--- config.mk ---
export PLATFORM = sky130hd
export DESIGN_NAME = slsmp_queue
export DESIGN_NICKNAME = d
export VERILOG_FILES = /design/src/rtl/slsmp_pkg.sv /design/src/rtl/slsmp_queue.sv
export SDC_FILE = /design/constraint.sdc
export NUM_CORES = 1
export LEC_CHECK = 0
export BUFFER_PORTS_ARGS = -buffer_cell sky130_fd_sc_hd__buf_2
export CAP_MARGIN = 15
export CORE_MARGIN = 1
export CORE_UTILIZATION = 45
export DETAILED_ROUTE_END_ITERATION = 7
export PLACE_DENSITY_LB_ADDON = 0.1
export SLEW_MARGIN = 0
export SYNTH_ARGS = -nofsm -noshare
export SYNTH_HDL_FRONTEND = slang
export SYNTH_SLANG_ARGS = --single-unit
--- constraint.sdc ---
create_clock -name i_clk -period 11.3 [get_ports i_clk]
set_input_delay 1.13 -clock i_clk [delete_from_list [all_inputs] [get_ports i_clk]]
set_output_delay 1.13 -clock i_clk [all_outputs]
set_load 0.01 [all_outputs]
--- src/rtl/slsmp_pkg.sv ---
`timescale 1ns / 1ps
// ----------------------------------------------------------------------------
// slsmp_pkg
// Shared types, register indexes, stage map and step functions for the spot
// light sample pipeline.
// ----------------------------------------------------------------------------
package slsmp_pkg;

    localparam int CFG_IDX_W  = 3;
    localparam int CFG_DATA_W = 48;

    localparam logic [CFG_IDX_W-1:0] REG_LIGHT_POS_X = 3'd0;
    localparam logic [CFG_IDX_W-1:0] REG_LIGHT_POS_Y = 3'd1;
    localparam logic [CFG_IDX_W-1:0] REG_LIGHT_POS_Z = 3'd2;
    localparam logic [CFG_IDX_W-1:0] REG_AXIS        = 3'd3;
    localparam logic [CFG_IDX_W-1:0] REG_COS_OUTER   = 3'd4;
    localparam logic [CFG_IDX_W-1:0] REG_COS_INNER   = 3'd5;
    localparam logic [CFG_IDX_W-1:0] REG_INTENSITY   = 3'd6;

    localparam logic [47:0] AXIS_RST      = 48'h0000_4000_0000;
    localparam logic [15:0] COS_OUTER_RST = 16'h0000;
    localparam logic [15:0] COS_INNER_RST = 16'h4000;

    // falloff classes
    localparam logic [1:0] WCLS_ZERO = 2'd0;
    localparam logic [1:0] WCLS_BAND = 2'd1;
    localparam logic [1:0] WCLS_FULL = 2'd2;

    localparam logic [14:0] DIR_ONE = 15'd16384;

    // back-end stage map
    localparam int RT_N    = 32;
    localparam int DV_N    = 15;
    localparam int FR_N    = 16;
    localparam int RD_N    = 32;
    localparam int ST_SQ   = 0;
    localparam int ST_SUM  = 1;
    localparam int ST_RT   = 2;
    localparam int ST_DN   = ST_RT + RT_N;
    localparam int ST_DV   = ST_DN + 1;
    localparam int ST_DIR  = ST_DV + DV_N;
    localparam int ST_COS  = ST_DIR + 1;
    localparam int ST_FR   = ST_COS + 1;
    localparam int ST_FF   = ST_FR + FR_N;
    localparam int ST_F2   = ST_FF + 1;
    localparam int ST_W    = ST_F2 + 1;
    localparam int ST_IW   = ST_W + 1;
    localparam int ST_RN   = ST_IW + 1;
    localparam int ST_RD   = ST_RN + 1;
    localparam int NSTG    = ST_RD + RD_N;

    typedef struct packed {
        logic [2:0][31:0] mag;
        logic [2:0]       neg;
        logic             shr;
        logic             degen;
    } t_item;

    typedef struct packed {
        logic [47:0] axis;
        logic [15:0] cos_outer;
        logic [15:0] cos_inner;
        logic [47:0] intensity;
    } t_cfg;

    typedef struct packed {
        logic [2:0][15:0] dir;
        logic [2:0][31:0] rad;
        logic             degen;
    } t_res;

    typedef struct packed {
        t_item            it;
        logic [2:0][63:0] sq;
        logic [63:0]      d2;
        logic [63:0]      rt_rem;
        logic [31:0]      rt_q;
        logic [2:0][46:0] dv_rem;
        logic [2:0][14:0] dv_q;
        logic [2:0][15:0] dir;
        logic [2:0][31:0] prod;
        logic [1:0]       wcls;
        logic [31:0]      fr_rem;
        logic [31:0]      fr_den;
        logic [15:0]      fr_q;
        logic [31:0]      ff;
        logic [16:0]      w;
        logic [2:0][32:0] iw;
        logic [2:0][63:0] rd_rem;
        logic [2:0][31:0] rd_lo;
        logic [2:0][31:0] rd_q;
        logic [2:0]       sat;
    } t_bk;

    // one root bit, rem = v - q*q
    function automatic logic [95:0] sqrt_step(input logic [63:0] rem, input logic [31:0] q,
                                              input int k);
        logic [65:0] trial;
        logic [63:0] nrem;
        logic [31:0] nq;
        trial = ({34'd0, q} << (k + 1)) + (66'd1 << (2 * k));
        nrem  = rem;
        nq    = q;
        if ({2'b00, rem} >= trial) begin
            nrem = rem - trial[63:0];
            nq   = q | (32'd1 << k);
        end
        return {nrem, nq};
    endfunction

    // one quotient bit of the direction divide
    function automatic logic [61:0] div_step(input logic [46:0] rem, input logic [14:0] q,
                                             input logic [31:0] den, input int k);
        logic [46:0] dvs;
        logic [46:0] nrem;
        logic [14:0] nq;
        dvs  = {15'd0, den} << k;
        nrem = rem;
        nq   = q;
        if (rem >= dvs) begin
            nrem = rem - dvs;
            nq   = q | (15'd1 << k);
        end
        return {nrem, nq};
    endfunction

    // one fraction bit, rem < den on entry
    function automatic logic [47:0] frac_step(input logic [31:0] rem, input logic [15:0] q,
                                              input logic [31:0] den);
        logic [31:0] rem2;
        rem2 = {rem[30:0], 1'b0};
        if (rem2 >= den) begin
            return {rem2 - den, q[14:0], 1'b1};
        end
        return {rem2, q[14:0], 1'b0};
    endfunction

    // one radiance quotient bit, low numerator bits fed msb first
    function automatic logic [127:0] rad_step(input logic [63:0] rem, input logic [31:0] lo,
                                              input logic [31:0] q, input logic [63:0] d2);
        logic [64:0] rem2;
        logic [64:0] diff;
        rem2 = {rem, lo[31]};
        diff = rem2 - {1'b0, d2};
        if (rem2 >= {1'b0, d2}) begin
            return {diff[63:0], lo[30:0], 1'b0, q[30:0], 1'b1};
        end
        return {rem2[63:0], lo[30:0], 1'b0, q[30:0], 1'b0};
    endfunction

endpackage

--- src/rtl/slsmp_queue.sv ---
`timescale 1ns / 1ps
// ----------------------------------------------------------------------------
// slsmp_queue
// Two-entry queue between front and back; the back end drains it every
// cycle that it holds a request.
// ----------------------------------------------------------------------------
module slsmp_queue
    import slsmp_pkg::*;
(
    input  logic  i_clk,
    input  logic  i_rst_n,
    input  logic  i_push,
    input  t_item i_item,
    output logic  o_full,
    output logic  o_vld,
    output t_item o_item
);

    t_item       r_mem [2];
    logic        r_wp;
    logic        r_rp;
    logic [1:0]  r_cnt;
    logic [1:0]  n_cnt;
    logic        pop;

    assign o_full = (r_cnt == 2'd2);
    assign o_vld  = (r_cnt != 2'd0);
    assign pop    = o_vld;
    assign o_item = r_mem[r_rp];

    always_comb begin
        n_cnt = r_cnt;
        if (i_push && !pop) begin
            n_cnt = r_cnt + 2'd1;
        end else if (pop && !i_push) begin
            n_cnt = r_cnt - 2'd1;
        end
    end

    always_ff @(posedge i_clk) begin
        if (!i_rst_n) begin
            r_wp  <= 1'b0;
            r_rp  <= 1'b0;
            r_cnt <= 2'd0;
        end else begin
            r_cnt <= n_cnt;
            if (i_push) begin
                r_wp <= !r_wp;
            end
            if (pop) begin
                r_rp <= !r_rp;
            end
        end
    end

    always_ff @(posedge i_clk) begin
        if (i_push) begin
            r_mem[r_wp] <= i_item;
        end
    end

endmodule

# Word level (Yosys, flattened, before mapping)
# Memory sizes are Yosys's and may differ from the RTL's. A register that Yosys moved wholly into a read port is not among the register bits.
# Index checks and enable logic that the tools add are counted.
# classes
n_eq_ne	1
n_mux	6
n_addsub	2
reduce_logical	8
# op_table
op	n
zero test 1 bit	4
two-way mux 1 bit	4
two-way mux 2 bit	2
nonzero test 2 bit	2
adder 2 x 1 -> 2 bit, second input constant	1
equality test 2 bit, second input constant	1
logical AND 1 bit	2
subtractor 2 x 1 -> 2 bit, second input constant	1
# word_totals
reg_bits	4
ram_bits	202
memories	1
in_bits	104
output_inout_bits	103
elab_cells	21
# memory_table
memory	depth	word_bits	read_ports	rd_clocked_by_memory_dff	write_ports	line_no	text
r_mem	2	101	1	1	1	slsmp_queue.sv:19	t_item r_mem [2];

# Depth between registers and ports, before layout
# logic_depth
word_depth	4
mapped_depth	5
depth_no_buf	5

# Least setup slack after synthesis
# No wires, ideal clock.
# synth_path
kind	in2reg
from	input i_push
to	memory r_mem[0][0] (netlist bit) (enable)
cell_stages	1
t_arrival_ns	5.556
t_required_ns	10.726
path_slack_ns	5.170
path_cell_list	nor2b_1
# synth_via
elab_chain_len	2
# synth_lines
element	line_no	text
start, declared	slsmp_queue.sv:12	input logic i_push,
two-way mux 1 bit	slsmp_queue.sv:57	if (i_push) begin
two-way mux 1 bit (not written as such)	slsmp_queue.sv:58	r_mem[r_wp] <= i_item;
end, declared	slsmp_queue.sv:19	
# Every way passes these cells.

==> results by group <==
Outcome
  • Status: completed

Yosys
  • Yosys reg bits: 207
  • Syn Std Cell Area: 0.00754 sq mm
  • Area contributors post-synth: edfxtp_1 (80%), mux2_2 (15%), buf_6 (1.3%)
  • Post-synthesis sequential area ratio: 81.8%
  • Yosys top cell area share: 80.5%
  • Netlist cell types: 18
  • Syn Inst Count: 336
  • Synth area leader: edfxtp_1
  • Syn_area_per_cell: 22.4 sq um
  • Synth warnings: 0
  • Syn nets: 441

Timing
  • RSZ-0062 raised after global routing: no
  • Final worst-path cycle share: 32.9%
  • Setup_tns: 0 ns
  • Pins Over Slew Limit: 0
  • Setup Skew: 0.00503 ns
  • Final-report setup violation count: 0
  • Worst-Margin Slew: 0.845 ns
  • Achievable Freq: 269 MHz
  • Hold Worst Slack: 0.535 ns
  • Final worst slack: 7.58 ns
  • Headroom to the max-slew limit: 43.6%
  • Hold Vio Cnt, Final: 0
  • Tmin final: 3.72 ns

Global route
  • GRT Residual Overflow: 0
  • Largest net degree at the start of global routing: 63
  • Initial antenna violation count: 1
  • Vias in the first global route: 3,958
  • Global-route wire length before repair: 20,700 um
  • GRT Total Usage: 15.4%

Clock network
  • Clock latency on the worst-skew pair: 0.48 ns
  • Root Buffer: clkbuf_16
  • CTS tree: built
  • Sink Count: 207
  • CTS hold repair buffers: 0
  • H-tree depth: 1
  • Num CTS Buffers: 22
  • # Post-CTS Setup Buffers: 0
  • Reg clk slew, reported paths: 0.06 ns
  • Clk buf depth: 3
  • Post-cts sizing count: 0

Floorplanning
  • Core Area: 0.0161 sq mm
  • Die W: 131 um
  • Total die area: 0.0173 sq mm
  • Ports: 207
  • Row count: 46
  • Die Height: 131 um
  • Initial Util: 46.8%

Routing
  • # DRC: 0
  • Total iterations of the first detailed-routing run: 4
  • Avg WL per Cell: 16.9 um
  • Final wirelength: 13,400 um
  • Initial DRC count: 140
  • Final ANT Viol Nets: 0
  • Via count: 3,814
  • Routed vias/inst: 4.82

Worst hold path
  • HP Start: r_cnt[1]$_SDFFE_PN0P_
  • Worst hold path class: reg2reg

Placed design
  • Port Buffer Count: 206
  • GP Congestion: 0.691
  • HPWL after detailed placement: 8450 um
  • Dpl ws: 7.74 ns
  • Placed cells: 750

Cells and area
  • Layout Utilization: 58.8%
  • Most frequent cells in the layout: buf_2 (206), edfxtp_1 (202), mux2_2 (101), clkbuf_16 (23), clkinv_2 (7)
  • Commonest non-fill, non-tap cell in the layout: buf_2
  • Multi-input logic area: 0.00126 sq mm
  • Layout area overhead: 25.8%
  • Post-route insts no fill: 791
  • Filler cells: 1,250
  • FF+latch area: 0.00617 sq mm
  • NumNets Final: 664
  • Share of layout cells above drive strength 1: 60.5%

Setup path
  • Crit path capture type: output pin
  • CP endpoint: o_item[83]
  • R2r worst-path depth: 2
  • Crit Path Max Fanout: 51
  • Critical path type: reg2out
  • Crit Reg-Reg Endpoint: r_mem[1][37]$_DFFE_PP_
  • R2R Path Start: r_wp$_SDFFE_PN0P_
  • Startpoint type of the worst setup path: flop
  • Worst endpoint required time: 10.17 ns
  • Arr. time, crit path: 2.59 ns
  • Reg2reg setup slack: 9.15 ns

Power and ir drop
  • Worst VDD drop: 116 uV
  • Pwr Density: 216 mW/mm^2
  • P_leak: 3.56 nW

Run
  • Maxcap violations: 0
## metal layers
layer / part of all wire (%) / vias to the layer above / GRT usage [%] / routed length, um
met5: 0 / - / 0 / 0
met4: 2.3 / 0 / 5.88 / 306
met3: 7.4 / 28 / 4.09 / 989
met2: 50 / 141 / 26.1 / 6630
met1: 41 / 1864 / 19.0 / 5460
li1: - / 1781 / - / -
## synthesized netlist by cell type
cell      instances
nor2b_1           2
ha_1              1
edfxtp_1        202
o21a_1            1
or3_1             1
dfxtp_1           5
buf_6             9
nor2_1            1
o21ai_0           1
inv_1             1
xor2_1            1
buf_4             1
xnor2_1           2
a21boi_1          1
mux2_2          101
buf_2             1
and2_1            4
and2b_2           1
## where the power goes
part | internal, W | switching [W] | leakage, nW | total (W)
Combinational | 0.000227 | 0.000202 | 1.27 | 0.000429
Clock | 0.000414 | 0.000268 | 0.349 | 0.000682
Sequential | 0.000894 | 0.0000440 | 1.94 | 0.000938
Total | 0.00154 | 0.000514 | 3.56 | 0.00205
## how the worst min path moves through the flow
stage | depth (start not counted) | to | slack (ns)
6_report | 2 | r_cnt[1]$_SDFFE_PN0P_ | 0.53
5_1_grt | 2 | r_cnt[1]$_SDFFE_PN0P_ | 0.58
4_1_cts | 2 | r_cnt[1]$_SDFFE_PN0P_ | 0.53
3_5_place_dp | 2 | r_cnt[1]$_SDFFE_PN0P_ | 0.52
3_3_place_gp | 2 | r_cnt[1]$_SDFFE_PN0P_ | 0.47
2_1_floorplan | 2 | r_cnt[1]$_SDFFE_PN0P_ | 0.47
## registers in the layout, summed over array words and instances (netlist names), named ones only
signal / count
r_cnt: 2
r_wp: 1
r_mem: 202
r_rp: 1
## per-stage QoR
step                      total power, W  instance area [sq um]
after floorplan                  0.00125                   7540
after global placement           0.00138                   8760
after detailed placement         0.00139                   8760
after CTS                        0.00208                   9460
after global routing             0.00214                   9480
final                            0.00205                   9480
## final cells by class
cell class / count / area share [%]
flip-flops and latches: 207 / 65.1
multi-input cells: 117 / 13.3
repair buffers: 210 / 11.3
clock buffers: 26 / 6.19
well taps: 216 / 2.85
clock inverters: 13 / 1.16
inverters: 1 / 0.0396
diodes: 1 / 0.0264
## critical path, stage by stage (launching register included)
cell     delay, ns
dfxtp_4       0.79
buf_4         0.66
mux2_2        0.42
buf_2         0.14
## kinds of logic (layout without fill, tap and decap cells)
kind of cell	after synthesis	in the layout	synth area share, %
AOI/OAI and AO/OA	3	3	0.266
xor gates and xnor gates	3	3	0.349
adders and majority gates	1	1	0.166
buffers and inverters	12	250	1.56
DFF	207	207	81.8
muxes	101	101	15.1
other	0	1	0
and+or+nand+nor	9	9	0.747
(Power assumes the default switching activity.)
