File: config.mk
export PLATFORM = sky130hd
export DESIGN_NAME = slsmp_front
export DESIGN_NICKNAME = d
export VERILOG_FILES = /design/src/rtl/slsmp_pkg.sv /design/src/rtl/slsmp_front.sv
export SDC_FILE = /design/constraint.sdc
export NUM_CORES = 1
export LEC_CHECK = 0
export ABC_AREA = 1
export ABC_CLOCK_PERIOD_IN_PS = 15500
export BUFFER_PORTS_ARGS = -buffer_cell sky130_fd_sc_hd__buf_2
export CAP_MARGIN = 20
export CORE_MARGIN = 8
export CORE_UTILIZATION = 25
export CTS_CLUSTER_SIZE = 12
export DETAILED_ROUTE_END_ITERATION = 8
export HOLD_SLACK_MARGIN = 0.1
export PLACE_DENSITY = 0.43
export SYNTH_ARGS = -nofsm -noshare
export SYNTH_HDL_FRONTEND = slang
export SYNTH_SLANG_ARGS = --single-unit
File: constraint.sdc
create_clock -name i_clk -period 15.5 [get_ports i_clk]
set_input_delay 0.775 -clock i_clk [delete_from_list [all_inputs] [get_ports i_clk]]
set_output_delay 0.775 -clock i_clk [all_outputs]
set_load 0.01 [all_outputs]
File: src/rtl/slsmp_pkg.sv
`timescale 1ns / 1ps
// ----------------------------------------------------------------------------
// slsmp_pkg
// Shared types, register indexes, stage map and step functions for the spot
// light sample pipeline.
// ----------------------------------------------------------------------------
package slsmp_pkg;

    localparam int CFG_IDX_W  = 3;
    localparam int CFG_DATA_W = 48;

    localparam logic [CFG_IDX_W-1:0] REG_LIGHT_POS_X = 3'd0;
    localparam logic [CFG_IDX_W-1:0] REG_LIGHT_POS_Y = 3'd1;
    localparam logic [CFG_IDX_W-1:0] REG_LIGHT_POS_Z = 3'd2;
    localparam logic [CFG_IDX_W-1:0] REG_AXIS        = 3'd3;
    localparam logic [CFG_IDX_W-1:0] REG_COS_OUTER   = 3'd4;
    localparam logic [CFG_IDX_W-1:0] REG_COS_INNER   = 3'd5;
    localparam logic [CFG_IDX_W-1:0] REG_INTENSITY   = 3'd6;

    localparam logic [47:0] AXIS_RST      = 48'h0000_4000_0000;
    localparam logic [15:0] COS_OUTER_RST = 16'h0000;
    localparam logic [15:0] COS_INNER_RST = 16'h4000;

    // falloff classes
    localparam logic [1:0] WCLS_ZERO = 2'd0;
    localparam logic [1:0] WCLS_BAND = 2'd1;
    localparam logic [1:0] WCLS_FULL = 2'd2;

    localparam logic [14:0] DIR_ONE = 15'd16384;

    // back-end stage map
    localparam int RT_N    = 32;
    localparam int DV_N    = 15;
    localparam int FR_N    = 16;
    localparam int RD_N    = 32;
    localparam int ST_SQ   = 0;
    localparam int ST_SUM  = 1;
    localparam int ST_RT   = 2;
    localparam int ST_DN   = ST_RT + RT_N;
    localparam int ST_DV   = ST_DN + 1;
    localparam int ST_DIR  = ST_DV + DV_N;
    localparam int ST_COS  = ST_DIR + 1;
    localparam int ST_FR   = ST_COS + 1;
    localparam int ST_FF   = ST_FR + FR_N;
    localparam int ST_F2   = ST_FF + 1;
    localparam int ST_W    = ST_F2 + 1;
    localparam int ST_IW   = ST_W + 1;
    localparam int ST_RN   = ST_IW + 1;
    localparam int ST_RD   = ST_RN + 1;
    localparam int NSTG    = ST_RD + RD_N;

    typedef struct packed {
        logic [2:0][31:0] mag;
        logic [2:0]       neg;
        logic             shr;
        logic             degen;
    } t_item;

    typedef struct packed {
        logic [47:0] axis;
        logic [15:0] cos_outer;
        logic [15:0] cos_inner;
        logic [47:0] intensity;
    } t_cfg;

    typedef struct packed {
        logic [2:0][15:0] dir;
        logic [2:0][31:0] rad;
        logic             degen;
    } t_res;

    typedef struct packed {
        t_item            it;
        logic [2:0][63:0] sq;
        logic [63:0]      d2;
        logic [63:0]      rt_rem;
        logic [31:0]      rt_q;
        logic [2:0][46:0] dv_rem;
        logic [2:0][14:0] dv_q;
        logic [2:0][15:0] dir;
        logic [2:0][31:0] prod;
        logic [1:0]       wcls;
        logic [31:0]      fr_rem;
        logic [31:0]      fr_den;
        logic [15:0]      fr_q;
        logic [31:0]      ff;
        logic [16:0]      w;
        logic [2:0][32:0] iw;
        logic [2:0][63:0] rd_rem;
        logic [2:0][31:0] rd_lo;
        logic [2:0][31:0] rd_q;
        logic [2:0]       sat;
    } t_bk;

    // one root bit, rem = v - q*q
    function automatic logic [95:0] sqrt_step(input logic [63:0] rem, input logic [31:0] q,
                                              input int k);
        logic [65:0] trial;
        logic [63:0] nrem;
        logic [31:0] nq;
        trial = ({34'd0, q} << (k + 1)) + (66'd1 << (2 * k));
        nrem  = rem;
        nq    = q;
        if ({2'b00, rem} >= trial) begin
            nrem = rem - trial[63:0];
            nq   = q | (32'd1 << k);
        end
        return {nrem, nq};
    endfunction

    // one quotient bit of the direction divide
    function automatic logic [61:0] div_step(input logic [46:0] rem, input logic [14:0] q,
                                             input logic [31:0] den, input int k);
        logic [46:0] dvs;
        logic [46:0] nrem;
        logic [14:0] nq;
        dvs  = {15'd0, den} << k;
        nrem = rem;
        nq   = q;
        if (rem >= dvs) begin
            nrem = rem - dvs;
            nq   = q | (15'd1 << k);
        end
        return {nrem, nq};
    endfunction

    // one fraction bit, rem < den on entry
    function automatic logic [47:0] frac_step(input logic [31:0] rem, input logic [15:0] q,
                                              input logic [31:0] den);
        logic [31:0] rem2;
        rem2 = {rem[30:0], 1'b0};
        if (rem2 >= den) begin
            return {rem2 - den, q[14:0], 1'b1};
        end
        return {rem2, q[14:0], 1'b0};
    endfunction

    // one radiance quotient bit, low numerator bits fed msb first
    function automatic logic [127:0] rad_step(input logic [63:0] rem, input logic [31:0] lo,
                                              input logic [31:0] q, input logic [63:0] d2);
        logic [64:0] rem2;
        logic [64:0] diff;
        rem2 = {rem, lo[31]};
        diff = rem2 - {1'b0, d2};
        if (rem2 >= {1'b0, d2}) begin
            return {diff[63:0], lo[30:0], 1'b0, q[30:0], 1'b1};
        end
        return {rem2[63:0], lo[30:0], 1'b0, q[30:0], 1'b0};
    endfunction

endpackage

File: src/rtl/slsmp_front.sv
`timescale 1ns / 1ps
// ----------------------------------------------------------------------------
// slsmp_front
// Takes a shading point, forms the offset to the light, its magnitudes,
// the range shift and the coincident-point flag.
// ----------------------------------------------------------------------------
module slsmp_front
    import slsmp_pkg::*;
(
    input  logic             i_clk,
    input  logic             i_rst_n,
    input  logic             i_start,
    input  logic [2:0][31:0] i_eye,
    input  logic [2:0][31:0] i_lp,
    input  logic             i_qfull,
    output logic             o_busy,
    output logic             o_push,
    output t_item            o_item
);

    logic            r_vld;
    t_item           r_item;
    logic            n_vld;
    t_item           n_item;
    logic            ready;
    logic [32:0]     d   [3];
    logic [32:0]     m33 [3];
    logic            any_big;
    logic            all_zero;

    assign ready  = !r_vld || !i_qfull;
    assign o_busy = !ready;
    assign o_push = r_vld && !i_qfull;
    assign o_item = r_item;

    always_comb begin
        any_big  = 1'b0;
        all_zero = 1'b1;
        for (int i = 0; i < 3; i++) begin
            d[i]   = {i_lp[i][31], i_lp[i]} - {i_eye[i][31], i_eye[i]};
            m33[i] = d[i][32] ? (33'd0 - d[i]) : d[i];
            any_big  = any_big | m33[i][32] | m33[i][31];
            all_zero = all_zero & (d[i] == 33'd0);
        end
        for (int i = 0; i < 3; i++) begin
            n_item.mag[i] = any_big ? m33[i][32:1] : m33[i][31:0];
            n_item.neg[i] = d[i][32];
        end
        n_item.shr   = any_big;
        n_item.degen = all_zero;
    end

    always_comb begin
        n_vld = r_vld;
        if (i_start && ready) begin
            n_vld = 1'b1;
        end else if (o_push) begin
            n_vld = 1'b0;
        end
    end

    always_ff @(posedge i_clk) begin
        if (!i_rst_n) begin
            r_vld <= 1'b0;
        end else begin
            r_vld <= n_vld;
        end
    end

    always_ff @(posedge i_clk) begin
        if (i_start && ready) begin
            r_item <= n_item;
        end
    end

endmodule

* After elaboration in Yosys (flattened, before gate mapping)
Cells that the tools add are included.
** Storage, ports and cells
- Output and inout port bits :: 103
- Flip-flop bits (word level) :: 102
- Logic and storage cells :: 38
** Cells by class
- Reduce and logical (&&, ||, !) cells :: 10
- $add $sub $neg :: 6
- Bitwise gates (word level) :: 7
- Mux-type cells :: 8
** Operator list (count)
- $logic_not A33 Y1 :: 3
- $mux W33 :: 3
- $sub A1 B33 Y33 const A :: 3
- $sub A32 B32 Y33 :: 3
- $mux W32 :: 3
- $or A1 B1 Y1 :: 5
- $logic_not A1 Y1 :: 3
- $and A1 B1 Y1 :: 2
- $logic_and A1 B1 Y1 :: 2
- $mux W1 :: 2
- $reduce_bool A2 Y1 :: 1
- $logic_or A1 B1 Y1 :: 1

* Longest topological paths before layout
Gate-level depths: netlist of run 1.
- Word-level depth :: 9
- Mapped depth :: 27

* Least setup slack after synthesis of run 1
OpenSTA, ideal clock, no wires.
- Kind :: input to register
- Start point :: input port i_qfull
- End point :: register r_item, in the netlist o_item[0] (enable)
- Library setup time :: 0.561 ns
- Required time :: 14.939 ns
- Stages :: 3
- Data arrival time :: 5.126 ns
- Slack :: 9.813 ns
- Path through :: nand2_1 > inv_1 > nor2_1
** On the way
- Word-level cells in the longest chain between the ends :: 3
** RTL lines
- from (decl) :: RTL line slsmp_front.sv:15 : input logic i_qfull,
- $logic_not A1 Y1 :: RTL line slsmp_front.sv:31 : assign ready = !r_vld || !i_qfull;
- $logic_or A1 B1 Y1 :: RTL line slsmp_front.sv:31
- $logic_and A1 B1 Y1 :: RTL line slsmp_front.sv:71 : if (i_start && ready) begin
- to (signal assigned) :: RTL line slsmp_front.sv:72 : r_item <= n_item;
- to (decl) :: RTL line slsmp_front.sv:22 : t_item r_item;
Every way passes these cells.
A chain may end at the register's enable or synchronous reset.

==> results of run 1 <==
[report_power, final]
group / internal (mW) / total [mW] / switching [mW] / leakage [nW]
registers: 0.407 / 0.449 / 0.0420 / 0.993
logic: 0.313 / 0.968 / 0.655 / 9.81
clock network: 0.128 / 0.246 / 0.118 / 0.152
total: 0.848 / 1.66 / 0.815 / 11.0
[through the flow]
stage | util [%] | setup slack (ps) | hold slack, ps | cells
2_1_floorplan | - | 9810 | 463 | 2899
3_3_place_gp | 28.5 | 9550 | 662 | 4017
3_5_place_dp | 28.5 | 9530 | 657 | 4017
4_1_cts | 29.0 | 9950 | 667 | 4033
5_1_grt | 29.0 | 9510 | 680 | 4033
6_report | 29.0 | 10050 | 597 | 4033
[synthesized netlist by cell type, drive strengths merged]
| master | instances | area share, % |
|---|---|---|
| nor3b | 1 | 0.046 |
| o31ai | 1 | 0.046 |
| o21bai | 5 | 0.23 |
| a21boi | 1 | 0.046 |
| a31oi | 1 | 0.038 |
| ha | 99 | 7.5 |
| and2 | 18 | 0.69 |
| a21oi | 60 | 1.9 |
| o21a | 1 | 0.046 |
| nand2 | 1182 | 28 |
| inv | 598 | 14 |
| or2 | 1 | 0.038 |
| o21ai | 22 | 0.67 |
| nand3b | 15 | 0.69 |
| nand3 | 191 | 6.1 |
| nand4 | 154 | 5.9 |
| o211ai | 2 | 0.091 |
| a21o | 2 | 0.091 |
| edfxtp | 101 | 18 |
| buf | 35 | 2.0 |
| nor3 | 24 | 0.79 |
| xnor2 | 26 | 1.4 |
| and3 | 1 | 0.038 |
| clkbuf | 15 | 0.34 |
| dfxtp | 1 | 0.12 |
| xor2 | 61 | 3.3 |
| fa | 3 | 0.37 |
| nor2 | 276 | 7.0 |
| nor4 | 1 | 0.038 |
| clkinv | 1 | 0.023 |
[area by class of cell]
type	instances	area, um2	share of cell area, %
clock buffer	9	225	1.19
tap	864	1080	5.70
clock inverter	7	81.3	0.429
multi-input combinational	2148	10700	56.6
inverter	599	2250	11.9
timing repair buffer	304	1540	8.10
sequential	102	3050	16.1
[state kept, by name, summed over array words and instances (netlist names)]
name    count
r_vld       1
o_item    101
[layer usage]
| metal | routed length, um | up-vias | track usage [%] | share of wire (%) |
|---|---|---|---|---|
| met2 | 29000 | 337 | 27.8 | 47 |
| li1 | - | 9475 | - | - |
| met3 | 2090 | 37 | 1.58 | 3.4 |
| met1 | 30100 | 7879 | 22.4 | 49 |
| met4 | 765 | 0 | 2.82 | 1.2 |
| met5 | 0 | - | 0 | 0 |
[worst register-to-register path, stage by stage (launching register included)]
cell	delay [ps]
dfxtp_1	320
nand2_1	100
inv_1	90
nor2_4	80
buf_4	460
buf_4	780
[path summary, 6_finish.rpt]
kind / startpoint / endpoint / slack [ps] / cells past startpoint
max reg2reg: r_vld / o_item[42] / 13280 / 5
min: r_vld / r_vld / 600 / 2
min reg2reg: r_vld / r_vld / 600 / 2
max: i_eye[64] / o_item[70] / 10050 / 22
[cells by family after synthesis]
group                      after synthesis  synth area share, %
adders and majority gates              102                 7.92
buffers and inverters                  649                 16.0
and+or+nand+nor                       1864                 49.6
xor gates and xnor gates                87                 4.69
DFF                                    102                 18.6
AOI/OAI and AO/OA                       95                 3.16
==> results by group, run 1 <==
Outcome
  – Status: complete, no violations

Floorplan
  – Core ar.: 65,400 um2
  – Die area: 74,100 um2
  – Starting density of the core: 25.1%
  – Die height: 272 um
  – IO Count: 299
  – # rows: 94
  – Die X: 272 um

Timing
  – Tcrit/Tclk final: 35.2%
  – Skew final: 14.9 ps
  – Min Tclk post-route: 5450 ps
  – Final hold vios: 0
  – Total negative slack: 0 ps
  – Worst-margin pin slew: 1070 ps
  – Worst rel slew slack: 28.8%
  – Max-slew violations: 0
  – Unrepaired setup endpoints after global routing: false
  – Setup Viol. Count Final: 0
  – Highest Clock Rate: 184 MHz

Placement
  – Placed cell areas: 18,700 um2
  – PortBufs: 298
  – Gpl congestion: 0.894
  – DPL Wire Length: 53,400 um

CTS
  – CTS Buf Count: 9
  – CTS tree: done
  – Worst-skew pair later-pin latency: 380 ps
  – Clock Tree Buf Depth: 2
  – Clk slew on worst S/H paths: 70 ps
  – Sink Count: 102
  – Total setup buffers inserted after CTS: 0
  – H-tree levels: 3
  – Post-CTS sizing: 0
  – Hold-fix buffers, CTS: 0
  – Root Buffer Master: clkbuf_16

Synthesis
  – Seq/Total Area, Yosys: 18.6%
  – Yosys warnings: 0
  – Mapped Area: 16,400 um2
  – Net Count, Synth: 3,197
  – Syn Inst Count: 2,899
  – Synth unique cells: 45
  – Avg Cell Area, Syn: 5.66 um2
  – Yosys reg bits: 102

Routing
  – Mean routed wirelength per cell: 15.4 um
  – Routed WL: 61,900 um
  – DRC: 0
  – Detailed-route via count: 17,700
  – First-pass DRT Iterations: 7
  – DR iter-0 viols: 1,119
  – DR vias/cell: 4.40
  – Final ANT Viol Nets: 0

Global route
  – Initial antenna violation count: 1
  – First-pass GRT wire length: 97,500 um
  – GRT Util Overall: 16.3%
  – Number of global-route vias before repair: 17,400
  – Total congestion overflow: 0
  – Largest net degree at the start of global routing: 94

Cells and area
  – Area Growth Syn to Fin: 15.6%
  – # fillers: 7,711
  – ANT cells: 0
  – Most common cell after layout, fill and taps aside: nand2_1
  – Layout Nets: 3,462
  – Layout cell share with drive strength beyond 1: 14.9%
  – Final Instance Area: 19,000 um2
  – Commonest non-fill, non-tap cells in the layout: nand2_1 (1,098), inv_1 (583), buf_2 (298)

Power
  – PwrDens: 87.6 nW/um2
  – Total power draw: 1.66 mW
  – Leak: 11.0 nW
  – VDD IR max: 0.0558 mV

Setup path
  – Max stage delay cell, worst path: buf_4
  – CP delay by family, top: simple AND/OR/NAND/NOR gates
  – Buf/Inv on CP: 6
  – Cell mode on critical path: nand2_1
  – CP max stage delay: 810 ps
  – CP max FO: 62
  – CP Capture Type: flip-flop
  – Crit path DAT: 5690 ps
  – CP Launch Type: input port
  – Kind of critical path: in2reg
  – CP required: 15,740 ps
  – Critical-path cell list: buf_2 -> ha_1 -> inv_1 -> fa_1 -> nand2_1 -> inv_1 -> nand2_1 -> nand2_1 -> nand3_1 -> nand3_1 -> nand2_1 -> nand2_1 -> inv_2 -> o21ai_1 -> or2_1 -> nand2_1 -> inv_2 -> nand4_1 -> nand4_4 -> buf_4 -> nand2_1 -> nand2_1

Run
  – Max Cap Violations: 0

Worst hold path
  – Hold Crit Class: reg2reg
No activity file was read; power rests on OpenSTA's default activity.
==> run 2, diff against run 1 <==
--- a/config.mk
+++ b/config.mk
@@ -5,8 +5,8 @@
 export SDC_FILE = /design/constraint.sdc
 export NUM_CORES = 1
 export LEC_CHECK = 0
-export ABC_AREA = 1
-export ABC_CLOCK_PERIOD_IN_PS = 15500
+export ABC_AREA = 0
+export ABC_CLOCK_PERIOD_IN_PS = 4400
 export BUFFER_PORTS_ARGS = -buffer_cell sky130_fd_sc_hd__buf_2
 export CAP_MARGIN = 20
 export CORE_MARGIN = 8
@@ -14,7 +14,7 @@
 export CTS_CLUSTER_SIZE = 12
 export DETAILED_ROUTE_END_ITERATION = 8
 export HOLD_SLACK_MARGIN = 0.1
-export PLACE_DENSITY = 0.43
+export PLACE_DENSITY = 0.45
 export SYNTH_ARGS = -nofsm -noshare
 export SYNTH_HDL_FRONTEND = slang
 export SYNTH_SLANG_ARGS = --single-unit
==> constraint.sdc (replaced) <==
create_clock -name i_clk -period 4.4 [get_ports i_clk]
set_input_delay 0.22 -clock i_clk [delete_from_list [all_inputs] [get_ports i_clk]]
set_output_delay 0.22 -clock i_clk [all_outputs]
set_load 0.01 [all_outputs]
==> results by group, run 2 <==
Synthesis
  – Count leader, synth: a21oi_1
  – Mapped Area: 13,900 um2
  – Net Count, Synth: 2,043
  – Async SR Flop Fraction: 0%
  – Number of enable flip-flop cells after synthesis: 101
  – Post-synth top area share: 21.9%
  – Synth unique cells: 103
  – Seq/Total Area, Yosys: 22.0%
  – Synth area leaders: edfxtp_1 (22%), ha_1 (8.9%), a21oi_1 (5.6%)
  – Yosys reg bits: 102
  – Yosys warnings: 0
  – Ys flop type: edfxtp_1
  – Syn Inst Count: 1,745
  – Avg Cell Area, Syn: 7.94 um2
  – Top cells by count, synth: a21oi_1 (154), nand2_1 (139), inv_1 (137), nor2_1 (130), edfxtp_1 (101)
  – Synth area leader: edfxtp_1

Global route
  – Total congestion overflow: 0
  – Initial antenna violation count: 1
  – GRT Util Overall: 17.2%
  – First-pass GRT wire length: 88,100 um
  – Number of global-route vias before repair: 16,300
  – Largest net degree at the start of global routing: 43

Floorplan
  – IO Count: 299
  – Die height: 251 um
  – Starting density of the core: 25.2%
  – # rows: 86
  – Die X: 251 um
  – Die area: 63,200 um2
  – Core ar.: 55,000 um2

Cells and area
  – Layout cell share with drive strength beyond 1: 39.4%
  – Most common cell after layout, fill and taps aside: buf_4
  – Layout Nets: 2,788
  – # fillers: 5,696
  – Max reg flops: 101
  – Area Growth Syn to Fin: 51.2%
  – ANT cells: 0
  – Commonest non-fill, non-tap cells in the layout: buf_4 (495), buf_2 (295), a21oi_1 (141)

CTS
  – H-tree levels: 3
  – Worst-skew pair later-pin latency: 390 ps
  – CTS Buf Count: 9
  – Sink Count: 102
  – Root Buffer Master: clkbuf_16
  – Clk slew on worst S/H paths: 80 ps
  – CTS tree: done
  – Clock Tree Buf Depth: 2

Routing
  – Routed WL: 57,200 um
  – DR iter-0 viols: 782
  – DRC: 0
  – Mean routed wirelength per cell: 17.6 um
  – First-pass DRT Iterations: 5
  – Detailed-route via count: 16,100
  – Final ANT Viol Nets: 0
  – DR vias/cell: 4.95

Placement
  – Gpl congestion: 0.856
  – Pre-CTS WS: -684 ps
  – DPL Wire Length: 47,100 um
  – PortBufs: 298

Timing
  – Tcrit/Tclk final: 99.0%
  – Min Tclk post-route: 4360 ps
  – Highest Clock Rate: 230 MHz
  – Final hold vios: 0
  – Skew final: 7.29 ps
  – Worst rel slew slack: 32.1%
  – Unrepaired setup endpoints after global routing: true
  – Final worst slack: 45.0 ps
  – Worst-margin pin slew: 1020 ps
  – Hold WS: 298 ps
  – Max-slew violations: 0
  – Setup Viol. Count Final: 0

Setup path
  – CP max stage delay: 490 ps
  – Critical-path cell list: buf_2 -> inv_1 -> ha_1 -> nor2b_1 -> o2111ai_2 -> a21oi_1 -> or3_4 -> a2111o_1 -> nand4bb_1 -> or3_4 -> nor3_4 -> a311o_1 -> o41ai_4 -> nor3_4 -> buf_12 -> buf_12 -> mux4_2 -> nor3b_2
  – Buf/Inv on CP: 4
  – CP Capture Type: flip-flop
  – CP Launch Type: input port
  – Max stage delay cell, worst path: mux4_2
  – CP required: 4540 ps
  – Crit path DAT: 4490 ps
  – CP delay by family, top: simple AND/OR/NAND/NOR gates
  – Kind of critical path: in2reg
  – CP max FO: 7

Outcome
  – Status: complete, no violations

Power
  – Leak: 9.49 nW
  – PwrDens: 319 nW/um2
  – Total power draw: 6.69 mW
  – VDD IR max: 0.196 mV

Worst hold path
  – Hold Crit Class: in2reg

Run
  – Max Cap Violations: 0
[run 2: cell types whose count changed after synthesis, moves of 59 or more]
cell | previous run | this run
nand2_1 | 1098 | 139
inv_1 | 583 | 137
nand3_1 | 182 | 45
nand4_1 | 153 | 30
nor2_1 | 238 | 130
a21oi_1 | 59 | 154
nand2_2 | 84 | 0
mux2i_1 | 0 | 59
[run 2: what timing repair did]
action,4_1_cts,5_1_grt
setup endpoints to repair,61,92
gates resized for setup,39,81
endpoints found under the hold margin,1,0
buffers inserted,14,23
hold buffers,2,0
pin swaps,28,39
[run 2: layout make-up]
type / count / area (um2) / area share (%)
Clock buffer: 10 / 229 / 1.09
Clock inverter: 6 / 77.6 / 0.370
Inverter: 138 / 528 / 2.52
Multi-Input combinational cell: 1431 / 10700 / 50.9
Sequential cell: 102 / 3050 / 14.6
Tap cell: 748 / 936 / 4.46
Timing Repair Buffer: 808 / 5470 / 26.1
[run 2: logic make-up after synthesis]
group / Yosys count / share of synthesized area (%)
AO/OA/AOI/OAI: 543 / 26.7
XOR/XNOR: 132 / 8.34
adder cells (fa/ha/maj): 102 / 9.37
buffers and inverters: 212 / 6.46
flip-flops: 102 / 22.0
multiplexers: 68 / 5.10
AND/OR/NAND/NOR: 586 / 22.0
[run 2: final timing paths]
kind,start,end,slack [ps],cells past startpoint
worst min register to register,r_vld,o_item[69],960,2
worst max register to register,r_vld,o_item[3],2300,3
worst max-delay path,i_eye[33],o_item[22],40,18
worst min-delay path,i_eye[0],o_item[5],300,3
[run 2: where the power goes]
group | total (mW) | internal, mW | switching, mW
combinational | 4.23 | 1.99 | 2.24
sequential | 1.56 | 1.42 | 0.136
clock | 0.903 | 0.454 | 0.449
[run 2: worst min-delay path, cell delays in order]
cell and delay (ps):
buf_6 70, ha_4 140, mux2i_1 70
[run 2: stage by stage]
stage	instance area [um2]	std cells	TNS (ps)	util, %
after floorplan	14000	1745	-17.4	-
after global placement	19700	3188	-41940	35.9
after detailed placement	19700	3188	-41770	35.9
after CTS	20400	3220	0	37.1
after global routing	21000	3243	-450	38.1
final	21000	3243	0	38.1
[run 2: per-layer routing]
| metal | vias to the layer above | wire length, um | global-route usage, % |
|---|---|---|---|
| met5 | - | 0 | 0 |
| met4 | 0 | 752 | 2.84 |
| met3 | 50 | 2410 | 3.12 |
| met2 | 356 | 28300 | 30.9 |
| met1 | 7631 | 25700 | 21.6 |
| li1 | 8013 | - | - |
